### src/hw/rtl/dbc_pkg.sv
// ----------------------------------------------------------------------------
// dbc_pkg
// Types and constants shared by the button debounce and click detector.
// ----------------------------------------------------------------------------
package dbc_pkg;

   // Button count and widths follow from the fixed field widths of the ports
   localparam int BUTTONS = 3;
   localparam int IDX_W   = 2;
   localparam int TIME_W  = 32;
   localparam int CFG_W   = 16;

   // Event codes on the result channel
   typedef enum logic [1:0] {
      EV_PRESS   = 2'd0,
      EV_RELEASE = 2'd1,
      EV_DOUBLE  = 2'd2,
      EV_SINGLE  = 2'd3
   } evt_code_type;

   // Configuration register indexes (index 3 is unused and ignored)
   typedef enum logic [1:0] {
      CSR_DEBOUNCE      = 2'd0,
      CSR_DOUBLE_CLICK  = 2'd1,
      CSR_ACTIVE_LEVELS = 2'd2
   } csr_index_type;

   // Per-button state entry kept in the state memory
   typedef struct packed {
      logic              tracked;
      logic              stable;
      logic [TIME_W-1:0] change_time;
      logic [1:0]        tap_count;
      logic [TIME_W-1:0] release_time;
   } btn_state_type;

   // One event on its way to the result channel
   typedef struct packed {
      logic [IDX_W-1:0]  button;
      evt_code_type      code;
      logic [TIME_W-1:0] time_ms;
   } evt_type;

   // Engine to event queue control
   typedef struct packed {
      logic push;
      logic flush;
   } evq_ctrl_type;

   // Configuration register set
   typedef struct packed {
      logic [CFG_W-1:0]   debounce_ms;
      logic [CFG_W-1:0]   double_click_ms;
      logic [BUTTONS-1:0] active_levels;
   } cfg_type;

endpackage

### src/hw/rtl/dbc_state_mem.sv
// ----------------------------------------------------------------------------
// dbc_state_mem
// Per-button state memory: one write port, one read port, registered read
// data. Per-entry valid bits make unwritten entries read as zero after reset.
// ----------------------------------------------------------------------------
module dbc_state_mem
   import dbc_pkg::*;
(
   input  logic             clock,
   input  logic             reset,
   input  logic             rd_en,
   input  logic [IDX_W-1:0] rd_addr,
   output btn_state_type    rd_data,
   input  logic             wr_en,
   input  logic [IDX_W-1:0] wr_addr,
   input  btn_state_type    wr_data
);

   btn_state_type      mem [0:BUTTONS-1];
   btn_state_type      rd_data_ff;
   logic               rd_vld_ff;
   logic [BUTTONS-1:0] vld_ff;

   // Storage and registered read
   always_ff @(posedge clock) begin
      if (wr_en) begin
         mem[wr_addr] <= wr_data;
      end
      if (rd_en) begin
         rd_data_ff <= mem[rd_addr];
      end
   end

   // Valid bits, cleared by reset
   always_ff @(posedge clock) begin
      if (reset) begin
         vld_ff    <= '0;
         rd_vld_ff <= 1'b0;
      end else begin
         if (wr_en) begin
            vld_ff[wr_addr] <= 1'b1;
         end
         if (rd_en) begin
            rd_vld_ff <= vld_ff[rd_addr];
         end
      end
   end

   assign rd_data = rd_vld_ff ? rd_data_ff : '0;

endmodule

### src/hw/rtl/dbc_evt_out.sv
// ----------------------------------------------------------------------------
// dbc_evt_out
// Event queue to the result channel. The newest event is held back one slot
// so that the final event of a poll can be marked when the engine flushes.
// ----------------------------------------------------------------------------
module dbc_evt_out
   import dbc_pkg::*;
(
   input  logic              clock,
   input  logic              reset,
   input  evq_ctrl_type      ctrl,
   input  evt_type           evt,
   output logic              evq_ready,
   output logic              evq_pending,
   output logic              rsp_valid,
   input  logic              rsp_ready,
   output logic [IDX_W-1:0]  rsp_button_index,
   output logic [1:0]        rsp_event_code,
   output logic [TIME_W-1:0] rsp_event_time,
   output logic              rsp_last_of_run
);

   evt_type held_ff;
   logic    held_vld_ff;
   evt_type out_ff;
   logic    out_last_ff;
   logic    out_vld_ff;

   logic    out_free;
   logic    push_go;
   logic    flush_go;
   logic    load_out;

   // Held slot may move on when the output register is empty or being taken
   assign out_free  = !out_vld_ff || rsp_ready;
   assign evq_ready = !held_vld_ff || out_free;
   assign push_go   = ctrl.push && evq_ready;
   assign flush_go  = ctrl.flush && evq_ready;
   assign load_out  = held_vld_ff && (push_go || flush_go);

   always_ff @(posedge clock) begin
      if (reset) begin
         held_vld_ff <= 1'b0;
         out_vld_ff  <= 1'b0;
      end else begin
         // Output register: loaded from the held slot, or emptied when taken
         if (load_out) begin
            out_ff      <= held_ff;
            out_last_ff <= !push_go;
            out_vld_ff  <= 1'b1;
         end else if (out_vld_ff && rsp_ready) begin
            out_vld_ff <= 1'b0;
         end
         // Held slot: refilled on push, emptied on flush
         if (push_go) begin
            held_ff     <= evt;
            held_vld_ff <= 1'b1;
         end else if (flush_go) begin
            held_vld_ff <= 1'b0;
         end
      end
   end

   assign evq_pending      = held_vld_ff;
   assign rsp_valid        = out_vld_ff;
   assign rsp_button_index = out_ff.button;
   assign rsp_event_code   = out_ff.code;
   assign rsp_event_time   = out_ff.time_ms;
   assign rsp_last_of_run  = out_last_ff;

endmodule

### src/hw/rtl/dbc_engine.sv
// ----------------------------------------------------------------------------
// dbc_engine
// Poll sequencer: two passes over the buttons, each a read of the button's
// state entry, an update with write-back, and the push of its events.
// ----------------------------------------------------------------------------
module dbc_engine
   import dbc_pkg::*;
(
   input  logic               clock,
   input  logic               reset,
   input  logic               req_valid,
   output logic               req_ready,
   input  logic [TIME_W-1:0]  req_now_ms,
   input  logic [BUTTONS-1:0] req_raw_levels,
   input  cfg_type            cfg,
   output logic               mem_rd_en,
   output logic [IDX_W-1:0]   mem_rd_addr,
   input  btn_state_type      mem_rd_data,
   output logic               mem_wr_en,
   output logic [IDX_W-1:0]   mem_wr_addr,
   output btn_state_type      mem_wr_data,
   output evq_ctrl_type       evq_ctrl,
   output evt_type            evq_evt,
   input  logic               evq_ready
);

   typedef enum logic [2:0] {
      ST_IDLE,
      ST_READ,
      ST_EVAL,
      ST_EMIT,
      ST_FLUSH
   } state_type;

   localparam logic [IDX_W-1:0] LAST_IDX = IDX_W'(BUTTONS - 1);

   state_type          state_ff;
   logic [TIME_W-1:0]  now_ff;
   logic [BUTTONS-1:0] raw_ff;
   logic [IDX_W-1:0]   idx_ff;
   logic               pass_ff;
   evt_type            ev0_ff;
   evt_type            ev1_ff;
   logic               ev_two_ff;
   logic               ev_sel_ff;

   btn_state_type      st_in;
   logic [1:0]         ev_cnt;
   evt_code_type       ev0_code;
   logic [TIME_W-1:0]  ev0_time;
   logic               pressed;
   logic               changed;
   logic [TIME_W-1:0]  held_ms;
   logic [TIME_W-1:0]  rel_gap;
   logic [1:0]         clicks;
   logic               rel_close;

   // Button update for the entry just read
   always_comb begin
      st_in    = mem_rd_data;
      ev_cnt   = 2'd0;
      ev0_code = EV_PRESS;
      ev0_time = now_ff;
      pressed  = ~(raw_ff[idx_ff] ^ cfg.active_levels[idx_ff]);
      changed  = pressed != mem_rd_data.tracked;
      held_ms  = changed ? '0 : now_ff - mem_rd_data.change_time;
      rel_gap  = now_ff - mem_rd_data.release_time;
      rel_close = rel_gap <= {{(TIME_W-CFG_W){1'b0}}, cfg.double_click_ms};
      clicks   = mem_rd_data.tap_count + 2'd1;
      if (!pass_ff) begin
         if (changed) begin
            st_in.tracked     = pressed;
            st_in.change_time = now_ff;
         end
         if (held_ms >= {{(TIME_W-CFG_W){1'b0}}, cfg.debounce_ms} &&
             st_in.tracked != mem_rd_data.stable) begin
            st_in.stable = st_in.tracked;
            ev_cnt       = 2'd1;
            if (st_in.tracked) begin
               ev0_code = EV_PRESS;
            end else begin
               ev0_code           = EV_RELEASE;
               st_in.release_time = now_ff;
               if (rel_close) begin
                  if (clicks == 2'd2) begin
                     st_in.tap_count = 2'd0;
                     ev_cnt          = 2'd2;
                  end else begin
                     st_in.tap_count = clicks;
                  end
               end else begin
                  st_in.tap_count = 2'd1;
               end
            end
         end
      end else begin
         // Pending single click once the window has passed
         if (mem_rd_data.tap_count == 2'd1 && !rel_close) begin
            st_in.tap_count = 2'd0;
            ev_cnt          = 2'd1;
            ev0_code        = EV_SINGLE;
            ev0_time        = mem_rd_data.release_time;
         end
      end
   end

   assign req_ready      = state_ff == ST_IDLE;
   assign mem_rd_en      = state_ff == ST_READ;
   assign mem_rd_addr    = idx_ff;
   assign mem_wr_en      = state_ff == ST_EVAL;
   assign mem_wr_addr    = idx_ff;
   assign mem_wr_data    = st_in;
   assign evq_ctrl.push  = state_ff == ST_EMIT;
   assign evq_ctrl.flush = state_ff == ST_FLUSH;
   assign evq_evt        = ev_sel_ff ? ev1_ff : ev0_ff;

   // Sequencer
   always_ff @(posedge clock) begin
      if (reset) begin
         state_ff  <= ST_IDLE;
         idx_ff    <= '0;
         pass_ff   <= 1'b0;
         ev_sel_ff <= 1'b0;
      end else begin
         case (state_ff)
            ST_IDLE: begin
               if (req_valid) begin
                  now_ff   <= req_now_ms;
                  raw_ff   <= req_raw_levels;
                  idx_ff   <= '0;
                  pass_ff  <= 1'b0;
                  state_ff <= ST_READ;
               end
            end
            ST_READ: begin
               state_ff <= ST_EVAL;
            end
            ST_EVAL: begin
               ev0_ff    <= '{button: idx_ff, code: ev0_code, time_ms: ev0_time};
               ev1_ff    <= '{button: idx_ff, code: EV_DOUBLE, time_ms: now_ff};
               ev_two_ff <= ev_cnt == 2'd2;
               ev_sel_ff <= 1'b0;
               if (ev_cnt != 2'd0) begin
                  state_ff <= ST_EMIT;
               end else if (idx_ff != LAST_IDX) begin
                  idx_ff   <= idx_ff + 1'b1;
                  state_ff <= ST_READ;
               end else if (!pass_ff) begin
                  idx_ff   <= '0;
                  pass_ff  <= 1'b1;
                  state_ff <= ST_READ;
               end else begin
                  state_ff <= ST_FLUSH;
               end
            end
            ST_EMIT: begin
               if (evq_ready) begin
                  if (!ev_sel_ff && ev_two_ff) begin
                     ev_sel_ff <= 1'b1;
                  end else if (idx_ff != LAST_IDX) begin
                     idx_ff   <= idx_ff + 1'b1;
                     state_ff <= ST_READ;
                  end else if (!pass_ff) begin
                     idx_ff   <= '0;
                     pass_ff  <= 1'b1;
                     state_ff <= ST_READ;
                  end else begin
                     state_ff <= ST_FLUSH;
                  end
               end
            end
            ST_FLUSH: begin
               if (evq_ready) begin
                  state_ff <= ST_IDLE;
               end
            end
            default: begin
               state_ff <= ST_IDLE;
            end
         endcase
      end
   end

endmodule

### src/hw/rtl/button_debounce_click_detector.sv
// ----------------------------------------------------------------------------
// button_debounce_click_detector
// Debounced press/release events with single and double click detection.
// ----------------------------------------------------------------------------
// Each request is one poll: a 32-bit millisecond time and the raw pin levels
// of three buttons. The block answers with zero to six events (press,
// release, double click, single click), the last one flagged by
// rsp_last_of_run; a poll with no event produces nothing. Button state lives
// in a small state memory that is read, updated and written back once per
// button in each of two passes (edges first, then pending single clicks).
// One request is handled at a time: req_ready returns only after both passes,
// in which each button gets a read state and an update state, plus an emit
// state per event, and the final flush of the event queue. Configuration
// writes (debounce time, double click window, active levels) are always
// accepted and should be made while no poll is in flight.
// ----------------------------------------------------------------------------
module button_debounce_click_detector
   import dbc_pkg::*;
(
   input  logic               clock,
   input  logic               reset,
   input  logic               req_valid,
   output logic               req_ready,
   input  logic [TIME_W-1:0]  req_now_ms,
   input  logic [BUTTONS-1:0] req_raw_levels,
   output logic               rsp_valid,
   input  logic               rsp_ready,
   output logic [IDX_W-1:0]   rsp_button_index,
   output logic [1:0]         rsp_event_code,
   output logic [TIME_W-1:0]  rsp_event_time,
   output logic               rsp_last_of_run,
   input  logic               csr_valid,
   output logic               csr_ready,
   input  logic [1:0]         csr_index,
   input  logic [CFG_W-1:0]   csr_data
);

   cfg_type       cfg_ff;
   logic          mem_rd_en;
   logic [IDX_W-1:0] mem_rd_addr;
   btn_state_type mem_rd_data;
   logic          mem_wr_en;
   logic [IDX_W-1:0] mem_wr_addr;
   btn_state_type mem_wr_data;
   evq_ctrl_type  evq_ctrl;
   evt_type       evq_evt;
   logic          evq_ready;
   logic          evq_pending;

   // Configuration registers
   assign csr_ready = 1'b1;

   always_ff @(posedge clock) begin
      if (reset) begin
         cfg_ff.debounce_ms     <= CFG_W'(20);
         cfg_ff.double_click_ms <= CFG_W'(300);
         cfg_ff.active_levels   <= '1;
      end else if (csr_valid) begin
         case (csr_index)
            CSR_DEBOUNCE:      cfg_ff.debounce_ms     <= csr_data;
            CSR_DOUBLE_CLICK:  cfg_ff.double_click_ms <= csr_data;
            CSR_ACTIVE_LEVELS: cfg_ff.active_levels   <= csr_data[BUTTONS-1:0];
            default: begin
            end
         endcase
      end
   end

   dbc_state_mem u_mem (
      .clock   (clock),
      .reset   (reset),
      .rd_en   (mem_rd_en),
      .rd_addr (mem_rd_addr),
      .rd_data (mem_rd_data),
      .wr_en   (mem_wr_en),
      .wr_addr (mem_wr_addr),
      .wr_data (mem_wr_data)
   );

   dbc_engine u_engine (
      .clock          (clock),
      .reset          (reset),
      .req_valid      (req_valid),
      .req_ready      (req_ready),
      .req_now_ms     (req_now_ms),
      .req_raw_levels (req_raw_levels),
      .cfg            (cfg_ff),
      .mem_rd_en      (mem_rd_en),
      .mem_rd_addr    (mem_rd_addr),
      .mem_rd_data    (mem_rd_data),
      .mem_wr_en      (mem_wr_en),
      .mem_wr_addr    (mem_wr_addr),
      .mem_wr_data    (mem_wr_data),
      .evq_ctrl       (evq_ctrl),
      .evq_evt        (evq_evt),
      .evq_ready      (evq_ready)
   );

   dbc_evt_out u_evt_out (
      .clock            (clock),
      .reset            (reset),
      .ctrl             (evq_ctrl),
      .evt              (evq_evt),
      .evq_ready        (evq_ready),
      .evq_pending      (evq_pending),
      .rsp_valid        (rsp_valid),
      .rsp_ready        (rsp_ready),
      .rsp_button_index (rsp_button_index),
      .rsp_event_code   (rsp_event_code),
      .rsp_event_time   (rsp_event_time),
      .rsp_last_of_run  (rsp_last_of_run)
   );

   // One poll at a time: no new request right after one is taken
   a_one_poll: assert property (@(posedge clock) disable iff (reset)
      (req_valid && req_ready) |=> !req_ready)
      else $error("request accepted while a poll is in flight");

   // Every held event is flushed before the next poll is taken
   a_no_stale_event: assert property (@(posedge clock) disable iff (reset)
      req_ready |-> !evq_pending)
      else $error("event left pending across polls");

   // Events only name existing buttons
   a_button_range: assert property (@(posedge clock) disable iff (reset)
      rsp_valid |-> (rsp_button_index <= IDX_W'(BUTTONS - 1)))
      else $error("event for a nonexistent button");

endmodule
### config.mk
export PLATFORM = sky130hd
export DESIGN_NAME = button_debounce_click_detector
export DESIGN_NICKNAME = d
export VERILOG_FILES = /design/src/hw/rtl/dbc_pkg.sv /design/src/hw/rtl/dbc_state_mem.sv /design/src/hw/rtl/dbc_evt_out.sv /design/src/hw/rtl/dbc_engine.sv /design/src/hw/rtl/button_debounce_click_detector.sv
export SDC_FILE = /design/constraint.sdc
export NUM_CORES = 1
export LEC_CHECK = 0
export ABC_AREA = 0
export BUFFER_PORTS_ARGS = -buffer_cell sky130_fd_sc_hd__buf_2
export CAP_MARGIN = 20
export CELL_PAD_IN_SITES_DETAIL_PLACEMENT = 1
export CELL_PAD_IN_SITES_GLOBAL_PLACEMENT = 1
export CORE_ASPECT_RATIO = 1.4
export CORE_MARGIN = 2
export CORE_UTILIZATION = 35
export CTS_CLUSTER_SIZE = 40
export DETAILED_ROUTE_END_ITERATION = 7
export HOLD_SLACK_MARGIN = 0.06
export PLACE_DENSITY_LB_ADDON = 0.05
export SLEW_MARGIN = 10
export SYNTH_ARGS = -nofsm -noshare
export SYNTH_HDL_FRONTEND = slang
export SYNTH_SLANG_ARGS = --single-unit
### constraint.sdc
create_clock -name clock -period 20 [get_ports clock]
set_clock_uncertainty 0.05 [all_clocks]
set_input_delay 0 -clock clock [delete_from_list [all_inputs] [get_ports clock]]
set_output_delay 0 -clock clock [all_outputs]
set_load 0.05 [all_outputs]
==> results.sh <==
export IMPL_htreeDepth=2
export IMPL_finalCriticalPeriod_ps=7210
export IMPL_rr_startpoint="u_mem.rd_vld_ff$_SDFFE_PP0P_"
export IMPL_grt_setup_unrepaired="no"
export IMPL_seq_power_share=0.459
export IMPL_initial_core_util=0.354
export IMPL_whs_ps=142
export IMPL_ios=98
export IMPL_seq_area_mm2=0.0145
export IMPL_syn2layout_area_growth_pct=17.6
export IMPL_status="completed"
export IMPL_cts_buffers=50
export IMPL_ys_ff_latch=497
export IMPL_coreArea_mm2=0.0667
export IMPL_drc_errors=0
export IMPL_gp_congestion=0.875
export IMPL_slew_headroom=0.284
export IMPL_async_flop_share=0
export IMPL_yosysWarnings=0
export IMPL_cts_tree="yes"
export IMPL_final_nets=2337
export IMPL_synthDominantCellAreaShare=0.571
export IMPL_grt_pass1_wl_um=105000
export IMPL_synthFlopType="edfxtp_1"
export IMPL_layout_drive_gt1_share=0.118
export IMPL_min_from="csr_data[5]"
export IMPL_p_comb_frac=0.195
export IMPL_place_port_buffers=96
export IMPL_critPathArrivalTime_ps=7680
export IMPL_clock_root_buffer="clkbuf_16"
export IMPL_placed_cell_area_mm2=0.0250
export IMPL_crit_path_end_kind="flip-flop"
export IMPL_path_class="flip-flop to flip-flop"
export IMPL_drv_slew=0
export IMPL_p_int_mw=1.99
export IMPL_seq_area_frac_synth=0.612
export IMPL_firstDrtPassIters=4
export IMPL_drt_initial_drc_count=677
export IMPL_grt_antenna_before_repair=1
export IMPL_grtUsageTotal=0.199
export IMPL_period_share=0.361
export IMPL_yosys_cell_types_count=75
export IMPL_viasPerCell=5.30
export IMPL_slowest_stage="dfxtp_4"
export IMPL_hold_violations=0
export IMPL_setup_violations=0
export IMPL_placed_cells=2872
export IMPL_cts_setup_buffers=0
export IMPL_max_freq_mhz=139
export IMPL_clkSinkCount=497
export IMPL_clk_latency_ps=620
export IMPL_avgSynthCellArea_um2=11.8
export IMPL_netlist_instances=2003
export IMPL_die_w_um=223
export IMPL_synthTopCellsByArea="edfxtp_1 (57%), ha_1 (5.2%), nand2_1 (5.1%)"
export IMPL_multi_input_area_mm2=0.00852
export IMPL_power_density_mw_per_mm2=101
export IMPL_synth_edff_count=449
export IMPL_post_drt_wl_per_cell_um=22.3
export IMPL_ant_nets=0
export IMPL_hpwl_um=47200
export IMPL_start_kind="flip-flop"
export IMPL_fin_cells=3075
export IMPL_syn_num_nets=2162
export IMPL_hp_class="input pin to flip-flop"
export IMPL_crit_path_cell_trace="nand2_1 -> ha_1 -> nor2b_1 -> o31ai_1 -> a221oi_1 -> o21ai_0 -> nand2_1 -> xor2_1 -> ha_1 -> nand4_1 -> nor4_1 -> a21boi_0 -> or4_1 -> a211o_1 -> nor4_1 -> nand4_1 -> or4_1 -> nand4_4 -> buf_4 -> o21ai_2 -> a211oi_1 -> o2bb2ai_1"
export IMPL_design_area_mm2=0.0277
export IMPL_worstSetupStartpoint="u_mem.rd_vld_ff$_SDFFE_PP0P_"
export IMPL_p_leak_nw=9.56
export IMPL_final_core_util=0.416
export IMPL_tns_ps=0
export IMPL_grt_max_degree=85
export IMPL_max_cap_violations=0
export IMPL_cp_max_fo=64
export IMPL_p_sw_frac=0.288
export IMPL_dieArea_mm2=0.0695
export IMPL_num_rows=112
export IMPL_ir_worst_vdd_uv=69.8
export IMPL_antenna_cells=0
export IMPL_power_frac_clock=0.347
export IMPL_cts_clk_slew_worst_paths_ps=60
export IMPL_synth_area_mm2=0.0236
export IMPL_cts_max_path_buffers=3
export IMPL_num_vias=16294
export IMPL_grt_pass1_vias=17291
export IMPL_fillers=7067
export IMPL_crit_path_max_incr_delay_ps=780
export IMPL_yosysTopAreaCell="edfxtp_1"
export IMPL_die_y_um=311
export IMPL_required_ps=20470
export IMPL_overflow=0
export IMPL_worst_slew_pin_slew_ps=1070
export IMPL_routed_wirelength_um=68600
export IMPL_p_switching_mw=0.803
[critical path, delay by kind of cell, from the launching register on]
family | cells | cell delay, ps
AOI/OAI and AO/OA | 8 | 2480
and+or+nand+nor | 10 | 2470
DFF | 1 | 780
adders and majority gates | 2 | 590
buffers and inverters | 1 | 520
xor gates and xnor gates | 1 | 230
[power groups by stage]
stage                     clock, mW  combinational, mW  sequential [mW]
after global placement            0              0.522             1.30
after detailed placement          0              0.532             1.30
after global routing           1.04              0.610             1.29
final                         0.968              0.543             1.28
after floorplan                   0              0.371             1.28
after CTS                      1.00              0.550             1.28
[area by class of cell]
class                      instances  area share
inverter                          78      0.0106
clock buffer                      66      0.0496
timing repair buffer             225      0.0624
clock inverter                    28      0.0109
multi-input combinational       1326       0.307
tap                              855      0.0386
sequential                       497       0.521
[cell families after synthesis]
group                      synth area share
muxes                                0.0509
buffers and inverters                0.0299
other                              0.000159
DFF                                   0.612
adders and majority gates            0.0542
and+or+nand+nor                       0.113
xor gates and xnor gates             0.0122
AOI/OAI and AO/OA                     0.127
[layout by cell type (no fill, tap or decap), types with 10 or more instances in the layout]
cell / n
and2_1: 21
o21a_1: 24
inv_1: 78
nor3_1: 17
dlygate4sd3_1: 108
ha_1: 99
buf_2: 96
a21oi_1: 109
a21o_1: 27
or3_1: 10
nand2b_1: 17
o21ai_0: 207
a211o_1: 16
nor2_1: 60
a31oi_1: 10
nor2b_1: 12
clkbuf_16: 53
buf_4: 20
clkbuf_1: 13
nand3_1: 50
mux2_2: 40
edfxtp_1: 449
xor2_1: 10
nand4_1: 20
o211ai_1: 14
xnor2_1: 23
mux2i_1: 75
dfxtp_1: 44
nand2_1: 323
[synth_stat cells, drive strengths merged (4+ instances only)]
cell	count
or3	10
a21boi	7
nand4	21
or4	8
nor2b	12
mux2i	75
edfxtp	449
o21bai	6
nor3	19
nor4	7
a21oi	109
nand3b	4
buf	19
mux2	40
o211ai	14
a211o	16
nand2b	17
xor2	10
a211oi	10
clkbuf	83
xnor2	23
ha	99
o31ai	8
o21a	24
inv	78
o2111ai	5
a21o	27
nor3b	4
o221ai	4
nor2	64
o22ai	6
dfxtp	48
a2111oi	4
and2	22
nand2	323
o211a	5
a31oi	10
and4	4
and3	10
nand3	50
o21ai	209
[path summary, 6_finish.rpt]
check                                                end  slack, ps  cells after the start
setup reg to reg    u_engine.mem_rd_addr[1]$_SDFFE_PP0P_      12790                     22
hold / removal                    cfg_ff[8]$_SDFFE_PP1P_        140                      3
setup / recovery    u_engine.mem_rd_addr[1]$_SDFFE_PP0P_      12790                     22
hold reg to reg   u_evt_out.rsp_event_time[13]$_DFFE_PP_        360                      0
[state kept, by name, indices dropped and copies added, names as in the netlist, 3 cells and up]
| name | cells |
|---|---|
| u_mem.mem | 204 |
| u_mem.rd_data_ff | 68 |
| u_evt_out.held_ff | 36 |
| cfg_ff | 35 |
| u_engine.ev0_ff | 34 |
| u_engine.ev1_ff | 34 |
| u_engine.now_ff | 32 |
| u_evt_out.rsp_event_time | 32 |
| u_engine.raw_ff | 3 |
| u_engine.state_ff | 3 |
| u_mem.vld_ff | 3 |
[per-stage QoR]
step	setup slack, ps	power, mW
floorplan	13460	1.65
global placement	12940	1.82
detailed placement	12780	1.84
CTS	12720	2.83
global route	12180	2.93
finish	12790	2.79
[metal layers]
| layer | wire length, µm | global-route usage |
|---|---|---|
| met1 | 29300 | 0.241 |
| met2 | 35900 | 0.365 |
| met3 | 1570 | 0.0250 |
| met4 | 1910 | 0.0615 |
| met5 | 0 | 0 |
[what timing repair did]
action	in CTS	in global routing
hold buffers	108	0
resized for setup	0	0
endpoints found under the hold margin	82	0
Power figures use the tool's default switching activity.
